File: src/design/floppy_drive_control_sense_macros.svh
// ----------------------------------------------------------------------------
// Floppy drive control sense - assertion macros
// Concurrent check wrappers, compiled out for synthesis.
// ----------------------------------------------------------------------------
`ifndef FLOPPY_DRIVE_CONTROL_SENSE_MACROS_SVH
`define FLOPPY_DRIVE_CONTROL_SENSE_MACROS_SVH

`ifndef SYNTHESIS

// same-cycle implication
`define FDCS_ASSERT_NOW(name, clk, rst, ante, cons) \
   name: assert property (@(posedge clk) disable iff (rst) (ante) |-> (cons)) \
      else $error("fdcs check failed");

// next-cycle implication
`define FDCS_ASSERT_NEXT(name, clk, rst, ante, cons) \
   name: assert property (@(posedge clk) disable iff (rst) (ante) |=> (cons)) \
      else $error("fdcs check failed");

`else

`define FDCS_ASSERT_NOW(name, clk, rst, ante, cons)
`define FDCS_ASSERT_NEXT(name, clk, rst, ante, cons)

`endif

`endif

File: src/design/fdcs_pkg.sv
// ----------------------------------------------------------------------------
// Floppy drive control sense - package
// Item layouts, widths and selector codes shared by the block's modules.
// ----------------------------------------------------------------------------
package fdcs_pkg;

   localparam int LINES_W     = 5;
   localparam int TRACK_W     = 7;
   localparam int ZONE_W      = 3;
   localparam int SEL_W       = 4;
   localparam int REQ_TDATA_W = 16;
   localparam int RSP_TDATA_W = 16;

   localparam logic [ZONE_W-1:0] ZONE_MAX = 3'd4;

   typedef logic [SEL_W-1:0] sel_code_type;

   // strobe commands, selector = {ca2, ca1, ca0, sel}
   localparam sel_code_type CMD_DIR_INWARD  = 4'h0;
   localparam sel_code_type CMD_DIR_OUTWARD = 4'h8;
   localparam sel_code_type CMD_MOTOR_ON    = 4'h4;
   localparam sel_code_type CMD_MOTOR_OFF   = 4'hC;
   localparam sel_code_type CMD_STEP        = 4'h2;
   localparam sel_code_type CMD_CLEAR_NEW   = 4'h9;
   localparam sel_code_type CMD_EJECT       = 4'hE;

   // sense selections
   localparam sel_code_type SNS_DIRECTION   = 4'h0;
   localparam sel_code_type SNS_NO_DISK     = 4'h1;
   localparam sel_code_type SNS_STEP_DONE   = 4'h2;
   localparam sel_code_type SNS_WRITE_EN    = 4'h3;
   localparam sel_code_type SNS_MOTOR_OFF   = 4'h4;
   localparam sel_code_type SNS_NOT_TRACK0  = 4'h5;
   localparam sel_code_type SNS_NOT_NEW     = 4'h6;
   localparam sel_code_type SNS_TACHO       = 4'h7;
   localparam sel_code_type SNS_LOWER_HEAD  = 4'h8;
   localparam sel_code_type SNS_UPPER_HEAD  = 4'h9;
   localparam sel_code_type SNS_SIDES       = 4'hC;

   // input item, last field in the low bits
   typedef struct packed {
      logic               tacho_level;
      logic               write_protected;
      logic               disk_present;
      logic               drive_enabled;
      logic [LINES_W-1:0] control_lines;
   } req_item_type;

   // result item, last field in the low bits
   typedef struct packed {
      logic               eject_pulse;
      logic [ZONE_W-1:0]  speed_zone;
      logic [TRACK_W-1:0] track_now;
      logic               motor_running;
      logic               upper_head;
      logic               sense_bit;
   } rsp_item_type;

   localparam int REQ_ITEM_W = $bits(req_item_type);
   localparam int RSP_ITEM_W = $bits(rsp_item_type);

endpackage

File: src/design/fdcs_in_stage.sv
// ----------------------------------------------------------------------------
// Floppy drive control sense - input register
// Holds one sampled item until the core hands its result downstream.
// ----------------------------------------------------------------------------
module fdcs_in_stage (
   input  logic                  clock,
   input  logic                  reset,
   input  logic                  in_valid,
   output logic                  in_ready,
   input  fdcs_pkg::req_item_type in_item,
   output logic                  out_valid,
   input  logic                  out_ready,
   output fdcs_pkg::req_item_type out_item
);
   import fdcs_pkg::*;

   logic         valid_ff, valid_in;
   req_item_type item_ff, item_in;
   logic         load;
   logic         drain;

   // free when empty or when the held item moves on
   assign drain    = valid_ff & out_ready;
   assign in_ready = ~valid_ff | out_ready;
   assign load     = in_valid & in_ready;

   always_comb begin
      valid_in = valid_ff;
      item_in  = item_ff;
      if (load) begin
         valid_in = 1'b1;
         item_in  = in_item;
      end else if (drain) begin
         valid_in = 1'b0;
      end
   end

   always_ff @(posedge clock) begin
      if (reset) begin
         valid_ff <= 1'b0;
      end else begin
         valid_ff <= valid_in;
      end
   end

   always_ff @(posedge clock) begin
      item_ff <= item_in;
   end

   assign out_valid = valid_ff;
   assign out_item  = item_ff;

endmodule

File: src/design/fdcs_core.sv
// ----------------------------------------------------------------------------
// Floppy drive control sense - drive core
// Drive state, strobe command decode and sense bit selection in one pass.
// ----------------------------------------------------------------------------
module fdcs_core #(
   parameter int MAX_TRACK = 79
) (
   input  logic                   clock,
   input  logic                   reset,
   input  logic                   fire,
   input  fdcs_pkg::req_item_type item,
   input  logic                   csr_write,
   input  logic                   csr_value,
   output fdcs_pkg::rsp_item_type result
);
   import fdcs_pkg::*;

   localparam logic [TRACK_W-1:0] TrackLimit = TRACK_W'(MAX_TRACK);

   logic               strobe_before_ff, strobe_before_in;
   logic               disk_before_ff, disk_before_in;
   logic               outward_ff, outward_in;
   logic               motor_ff, motor_in;
   logic [TRACK_W-1:0] track_ff, track_in;
   logic               new_disk_ff, new_disk_in;
   logic               head_ff, head_in;
   logic               double_ff, double_in;

   sel_code_type       sel4;
   logic               strobe_rise;
   logic               motor_cmd;
   logic               eject;
   logic               sense;
   logic [ZONE_W-1:0]  zone_raw;
   logic [ZONE_W-1:0]  zone;

   // selector is {ca2, ca1, ca0, sel}
   assign sel4        = {item.control_lines[2], item.control_lines[1],
                         item.control_lines[0], item.control_lines[3]};
   assign strobe_rise = item.control_lines[4] & ~strobe_before_ff;

   // edge tracking, new-disk detect and strobe command
   always_comb begin
      strobe_before_in = item.control_lines[4];
      disk_before_in   = item.disk_present;
      new_disk_in      = new_disk_ff | (item.disk_present & ~disk_before_ff);
      outward_in       = outward_ff;
      motor_cmd        = motor_ff;
      track_in         = track_ff;
      eject            = 1'b0;
      if (strobe_rise) begin
         case (sel4)
            CMD_DIR_INWARD, CMD_DIR_OUTWARD: begin
               outward_in = sel4[3];
            end
            CMD_MOTOR_ON, CMD_MOTOR_OFF: begin
               motor_cmd = ~sel4[3];
            end
            CMD_STEP: begin
               // clamp at track 0 and at the last track
               if (outward_ff) begin
                  if (track_ff != '0) track_in = track_ff - 1'b1;
               end else begin
                  if (track_ff < TrackLimit) track_in = track_ff + 1'b1;
               end
            end
            CMD_CLEAR_NEW: begin
               new_disk_in = 1'b0;
            end
            CMD_EJECT: begin
               eject = 1'b1;
            end
            default: begin
            end
         endcase
      end
      // deselected drive stops its spindle
      motor_in = motor_cmd & item.drive_enabled;
   end

   // sense bit from updated state; head select happens here too
   always_comb begin
      head_in = head_ff;
      case (sel4)
         SNS_DIRECTION:  sense = outward_in;
         SNS_NO_DISK:    sense = ~item.disk_present;
         SNS_STEP_DONE:  sense = 1'b1;
         SNS_WRITE_EN:   sense = ~item.write_protected;
         SNS_MOTOR_OFF:  sense = ~motor_in;
         SNS_NOT_TRACK0: sense = (track_in != '0);
         SNS_NOT_NEW:    sense = ~new_disk_in;
         SNS_TACHO:      sense = item.tacho_level;
         SNS_LOWER_HEAD: begin
            sense   = 1'b0;
            head_in = 1'b0;
         end
         SNS_UPPER_HEAD: begin
            sense   = 1'b0;
            head_in = double_ff;
         end
         SNS_SIDES:      sense = double_ff;
         default:        sense = 1'b0;
      endcase
   end

   // speed zone: track / 16, capped, only on the zoned drive
   assign zone_raw = track_in[TRACK_W-1:4];
   always_comb begin
      zone = '0;
      if (double_ff) begin
         zone = (zone_raw > ZONE_MAX) ? ZONE_MAX : zone_raw;
      end
   end

   assign double_in = csr_write ? csr_value : double_ff;

   // state registers advance once per item; the double-sided flag follows csr writes
   always_ff @(posedge clock) begin
      if (reset) begin
         strobe_before_ff <= 1'b0;
         disk_before_ff   <= 1'b0;
         outward_ff       <= 1'b0;
         motor_ff         <= 1'b0;
         track_ff         <= '0;
         new_disk_ff      <= 1'b0;
         head_ff          <= 1'b0;
         double_ff        <= 1'b1;
      end else begin
         double_ff <= double_in;
         if (fire) begin
            strobe_before_ff <= strobe_before_in;
            disk_before_ff   <= disk_before_in;
            outward_ff       <= outward_in;
            motor_ff         <= motor_in;
            track_ff         <= track_in;
            new_disk_ff      <= new_disk_in;
         end
         // single-sided mode forces the lower head
         if (csr_write && !csr_value) begin
            head_ff <= 1'b0;
         end else if (fire) begin
            head_ff <= head_in;
         end
      end
   end

   always_comb begin
      result.sense_bit     = sense;
      result.upper_head    = head_in;
      result.motor_running = motor_in;
      result.track_now     = track_in;
      result.speed_zone    = zone;
      result.eject_pulse   = eject;
   end

endmodule

File: src/design/fdcs_out_buf.sv
// ----------------------------------------------------------------------------
// Floppy drive control sense - result buffer
// Output register with a skid stage so a stalled result does not stop intake until the skid stage is full.
// ----------------------------------------------------------------------------
module fdcs_out_buf (
   input  logic                   clock,
   input  logic                   reset,
   input  logic                   in_valid,
   output logic                   in_ready,
   input  fdcs_pkg::rsp_item_type in_item,
   output logic                   out_valid,
   input  logic                   out_ready,
   output fdcs_pkg::rsp_item_type out_item
);
   import fdcs_pkg::*;

   logic         main_valid_ff, main_valid_in;
   logic         skid_valid_ff, skid_valid_in;
   rsp_item_type main_ff, main_in;
   rsp_item_type skid_ff, skid_in;
   logic         take;

   assign take     = main_valid_ff & out_ready;
   assign in_ready = ~skid_valid_ff;

   always_comb begin
      main_valid_in = main_valid_ff;
      skid_valid_in = skid_valid_ff;
      main_in       = main_ff;
      skid_in       = skid_ff;
      if (skid_valid_ff) begin
         // refill the output from the skid item
         if (take) begin
            main_in       = skid_ff;
            skid_valid_in = 1'b0;
         end
      end else if (in_valid) begin
         if (!main_valid_ff || take) begin
            main_in       = in_item;
            main_valid_in = 1'b1;
         end else begin
            skid_in       = in_item;
            skid_valid_in = 1'b1;
         end
      end else if (take) begin
         main_valid_in = 1'b0;
      end
   end

   always_ff @(posedge clock) begin
      if (reset) begin
         main_valid_ff <= 1'b0;
         skid_valid_ff <= 1'b0;
      end else begin
         main_valid_ff <= main_valid_in;
         skid_valid_ff <= skid_valid_in;
      end
   end

   always_ff @(posedge clock) begin
      main_ff <= main_in;
      skid_ff <= skid_in;
   end

   assign out_valid = main_valid_ff;
   assign out_item  = main_ff;

endmodule

File: src/design/floppy_drive_control_sense.sv
// ----------------------------------------------------------------------------
// Floppy drive control sense - top level
// Drive side of a 3.5-inch floppy control interface.
// ----------------------------------------------------------------------------
// Takes one sample of the control lines and drive status per clock while
// req_tready is high and gives one result item for each. An accepted item
// is held in the input register, then the single-pass drive core writes its
// result into the result register. Behind the result register sits a one-item
// skid stage, so the input keeps accepting while a result waits; intake stops
// only once both the skid stage and the input register are full. Mode writes
// on the csr channel are always taken and belong between item streams.
`include "floppy_drive_control_sense_macros.svh"

module floppy_drive_control_sense #(
   parameter int MAX_TRACK = 79
) (
   input  logic                             clock,
   input  logic                             reset,
   // bits 4:0 control_lines, 5 drive_enabled, 6 disk_present,
   // 7 write_protected, 8 tacho_level, zero above
   input  logic [fdcs_pkg::REQ_TDATA_W-1:0] req_tdata,
   input  logic                             req_tvalid,
   output logic                             req_tready,
   // bit 0 sense_bit, 1 upper_head, 2 motor_running, 9:3 track_now,
   // 12:10 speed_zone, 13 eject_pulse, zero above
   output logic [fdcs_pkg::RSP_TDATA_W-1:0] rsp_tdata,
   output logic                             rsp_tvalid,
   input  logic                             rsp_tready,
   input  logic                             csr_data,
   input  logic                             csr_valid,
   output logic                             csr_ready
);
   import fdcs_pkg::*;

   req_item_type req_item;
   req_item_type core_item;
   rsp_item_type core_rsp;
   rsp_item_type buf_rsp;
   logic         core_valid;
   logic         buf_ready;
   logic         core_fire;
   logic         csr_write;

   assign req_item  = req_item_type'(req_tdata[REQ_ITEM_W-1:0]);
   assign csr_ready = 1'b1;
   assign csr_write = csr_valid & csr_ready;
   assign core_fire = core_valid & buf_ready;

   // input register
   fdcs_in_stage u_in_stage (
      .clock     (clock),
      .reset     (reset),
      .in_valid  (req_tvalid),
      .in_ready  (req_tready),
      .in_item   (req_item),
      .out_valid (core_valid),
      .out_ready (buf_ready),
      .out_item  (core_item)
   );

   // drive state and sense logic
   fdcs_core #(
      .MAX_TRACK (MAX_TRACK)
   ) u_core (
      .clock     (clock),
      .reset     (reset),
      .fire      (core_fire),
      .item      (core_item),
      .csr_write (csr_write),
      .csr_value (csr_data),
      .result    (core_rsp)
   );

   // result register and skid stage
   fdcs_out_buf u_out_buf (
      .clock     (clock),
      .reset     (reset),
      .in_valid  (core_valid),
      .in_ready  (buf_ready),
      .in_item   (core_rsp),
      .out_valid (rsp_tvalid),
      .out_ready (rsp_tready),
      .out_item  (buf_rsp)
   );

   assign rsp_tdata = RSP_TDATA_W'(buf_rsp);

   // checks
   `FDCS_ASSERT_NOW(a_track_in_range, clock, reset, rsp_tvalid, buf_rsp.track_now <= TRACK_W'(MAX_TRACK))
   `FDCS_ASSERT_NOW(a_eject_needs_strobe, clock, reset, core_fire && core_rsp.eject_pulse, core_item.control_lines[4])
   `FDCS_ASSERT_NEXT(a_stalled_item_held, clock, reset, core_valid && !buf_ready, core_valid && $stable(core_item))

endmodule
File: config.mk
export PLATFORM = sky130hd
export DESIGN_NAME = floppy_drive_control_sense
export DESIGN_NICKNAME = d
export VERILOG_FILES = /design/src/design/fdcs_pkg.sv /design/src/design/fdcs_in_stage.sv /design/src/design/fdcs_core.sv /design/src/design/fdcs_out_buf.sv /design/src/design/floppy_drive_control_sense.sv
export VERILOG_INCLUDE_DIRS = /design/src /design/src/design
export SDC_FILE = /design/constraint.sdc
export NUM_CORES = 1
export LEC_CHECK = 0
export BUFFER_PORTS_ARGS = -buffer_cell sky130_fd_sc_hd__buf_2
export CORE_ASPECT_RATIO = 0.75
export CORE_MARGIN = 5
export CORE_UTILIZATION = 64
export CTS_BUF_LIST = sky130_fd_sc_hd__clkbuf_4
export DETAILED_ROUTE_END_ITERATION = 10
export PLACE_DENSITY_LB_ADDON = 0.12
export SYNTH_ARGS = -nofsm -noshare
export SYNTH_HDL_FRONTEND = slang
export SYNTH_HIERARCHICAL = 1
export SYNTH_SLANG_ARGS = --single-unit
File: constraint.sdc
create_clock -name clock -period 4.75 [get_ports clock]
set_input_delay 0.95 -clock clock [delete_from_list [all_inputs] [get_ports clock]]
set_output_delay 0.95 -clock clock [all_outputs]
set_load 0.005 [all_outputs]
==> results.py <==
metrics = {
    "detailed_routing": {
        "wl_met2_um": 2189,
        "vias": 1879,
        "maxUsedRoutingLayer": "met4",
        "dr.pass1.iters": 4,
        "routed_wl_um": 5058,
        "drt-initial-drc-count": 102,
        "post-route-drc-count": 0,
        "wl_met3_um": 316,
        "ant_nets": 0,
        "wl_met1_um": 2478,
        "detail_route.vias_per_cell": 5.729,
        "avgRoutedWirePerCell_um": 15.42,
    },
    "clock_network": {
        "cts_tree": "built",
        "root_buffer": "clkbuf_4",
        "cts_resized": 0,
        "insertion_delay_ns": 0.38,
        "clk_pin_slew_worst_paths_ns": 0.16,
        "post_cts_buffers": 0,
        "cts_hold_buf": 0,
        "cts.sinks": 54,
        "clock_tree.buffer_depth": 2,
        "h-tree-depth": 2,
        "cts_buffers": 5,
    },
    "cells_and_area": {
        "register_area_mm2": 0.001451,
        "num_antenna_cells": 0,
        "nFillCells": 335,
        "nets": 295,
        "final_util": 0.6856,
        "multi_input_area_mm2": 0.001177,
        "syn2layout_area_growth_pct": 5.659,
        "drive_gt1_frac": 0.2399,
        "final_area_mm2": 0.002990,
    },
    "synthesis": {
        "ys_seq_area_frac": 0.5128,
        "yosys_warnings": 6,
        "syn_area_mm2": 0.002830,
        "synth-seq-cells": 54,
        "synthFlopType": "edfxtp_1",
        "synth_most_common_cell": "edfxtp_1",
        "synth_edf_count": 37,
        "synth_common_cells": "edfxtp_1 (37), nor2_1 (26), dfxtp_1 (17)",
        "ys_types": 56,
        "async_flop_share": 0,
        "yosysTopAreaCellShare": 0.3926,
        "synth_top_area_cell": "edfxtp_1",
        "synthCells": 255,
        "avgSynthCellArea_um2": 11.10,
        "synthTopCellsByArea": "edfxtp_1 (39%), dfxtp_1 (12%), mux2_4 (3.7%), nor2_1 (3.4%), mux2i_1 (2.8%)",
    },
    "worst_hold_path": {
        "holdCritPathClass": "reg -> reg",
        "hold-path-cell-count": 2,
    },
    "timing": {
        "worst_slew_pin_slew_ns": 1.251,
        "timing.final.crit_share": 0.6053,
        "fmax_mhz": 347.8,
        "fin_crit_ns": 2.875,
        "setup_viol": 0,
        "drv_slew": 0,
        "setup_slack_ns": 1.875,
        "rsz0062_at_grt": "no",
        "skew_ns": 0.01243,
        "fin_setup_tns_ns": 0,
        "relSlewSlack": 0.1660,
        "hold_violations": 0,
    },
    "critical_path": {
        "crit_fanout": 9,
        "crit_required_ns": 4.91,
        "rrSetupSlack_ns": 1.87,
        "cp.arrival_ns": 3.03,
        "worst-setup-path-type": "reg -> reg",
        "startpoint_type": "register",
        "r2r_cells": 6,
        "end_kind": "register",
    },
    "floorplanning": {
        "dieArea_mm2": 0.005866,
        "core_mm2": 0.004362,
        "die_x_um": 86.79,
        "die_h_um": 67.59,
        "placementRows": 21,
        "ios": 41,
        "initial_core_util": 0.6489,
    },
    "global_route": {
        "antenna_found_initial": 0,
        "grt_pass1_vias": 1682,
        "grt_start_max_net_pins": 20,
        "overflow": 0,
        "grt_first_pass_wirelength_um": 8148,
        "grtUsageTotal": 0.1815,
    },
    "run_status": {
        "status": "complete, no violations",
    },
    "power_and_ir_drop": {
        "finalPower_uw": 892.0,
        "leakagePower_uw": 0.001164,
        "vdd_drop_max_mv": 0.1573,
        "power_density_mw_per_mm2": 298.3,
    },
    "placement": {
        "dp_slack_ns": 1.883,
        "dpl.hpwl_um": 3574,
        "gp_congestion": 0.8960,
        "portBuffers": 30,
        "post_dp_cell_area_mm2": 0.002910,
    },
    "run": {
        "cap_violations": 0,
    },
}
layout by cell type (no fill, tap or decap), types with 2 or more instances in the layout:
cell / synthesis / layout
nand2b_1: 2 / 2
nor2_1: 26 / 26
ha_1: 3 / 3
clkbuf_4: 0 / 5
o31ai_1: 4 / 4
edfxtp_1: 37 / 37
a211o_1: 2 / 2
mux2_2: 7 / 7
nand3_1: 4 / 4
a22oi_1: 2 / 2
a31oi_1: 4 / 4
and4_1: 3 / 3
nor3_1: 9 / 9
o221a_2: 2 / 2
inv_1: 16 / 16
o21a_1: 4 / 4
a211oi_1: 6 / 6
mux2i_1: 8 / 8
and3_1: 4 / 4
dfxtp_1: 17 / 17
o21ai_0: 9 / 9
nand4b_1: 2 / 2
nand3b_1: 2 / 2
nor2b_1: 3 / 3
xnor2_1: 2 / 2
nand4_1: 2 / 2
buf_2: 1 / 30
nand2_1: 8 / 8
conb_1: 2 / 3
a21oi_1: 10 / 10
and2_1: 4 / 4
mux2_4: 7 / 7
final cells by class:
class                   instances  area share
clock inverters                 3     0.01423
multi-input cells             163      0.3937
inverters                      16     0.02008
repair buffers                 30     0.05021
flip-flops and latches         54      0.4854
clock buffers                   5     0.01255
well taps                      57     0.02385
per-stage QoR:
step / std cells / hold WS, ns
2_1_floorplan: 256 / 0.4750
3_3_place_gp: 320 / 0.4959
3_5_place_dp: 320 / 0.5026
4_1_cts: 328 / 0.5364
5_1_grt: 328 / 0.5698
6_report: 328 / 0.5329
worst max-delay path: stages (launching register included):
cell	delay, ns
edfxtp_1	0.55
or4b_4	0.59
nor2_1	0.38
o21ai_0	0.17
a211oi_1	0.46
a41oi_2	0.20
mux2_4	0.30
kinds of logic (layout without fill, tap and decap cells):
group,after synthesis,count (layout),synth area share
mux,22,22,0.09328
other cells,2,3,0.002654
simple gates,81,81,0.1614
flops,54,54,0.5128
buf+inv,39,54,0.07250
compound gates,52,52,0.1379
fa+ha+maj,3,3,0.01326
xor+xnor,2,2,0.006190
flip-flops by register name, indices dropped and copies added, names as in the netlist, 7 cells and up:
signal               count
u_in_stage/out_item      9
u_out_buf/out_item      14
u_core/track_ff          7
u_out_buf/skid_ff       14
per-layer routing:
metal,vias up,track usage
met4,0,0.07004
li1,955,-
met2,54,0.2604
met1,862,0.2708
met3,8,0.03415
met5,-,0
power by group:
part	switching (uW)	total [uW]	internal (uW)
logic	49.7	94.2	44.5
clock network	142	254	111
registers	20.6	544	523
final timing paths:
path / to / startpoint
worst max-delay path: u_out_buf/out_item[0] / u_in_stage/out_item[3]
worst min-delay path: u_core/strobe_before_ff / u_core/strobe_before_ff
worst max register to register: u_out_buf/out_item[0] / u_in_stage/out_item[3]
worst min register to register: u_core/strobe_before_ff / u_core/strobe_before_ff
Power figures use the tool's default switching activity.
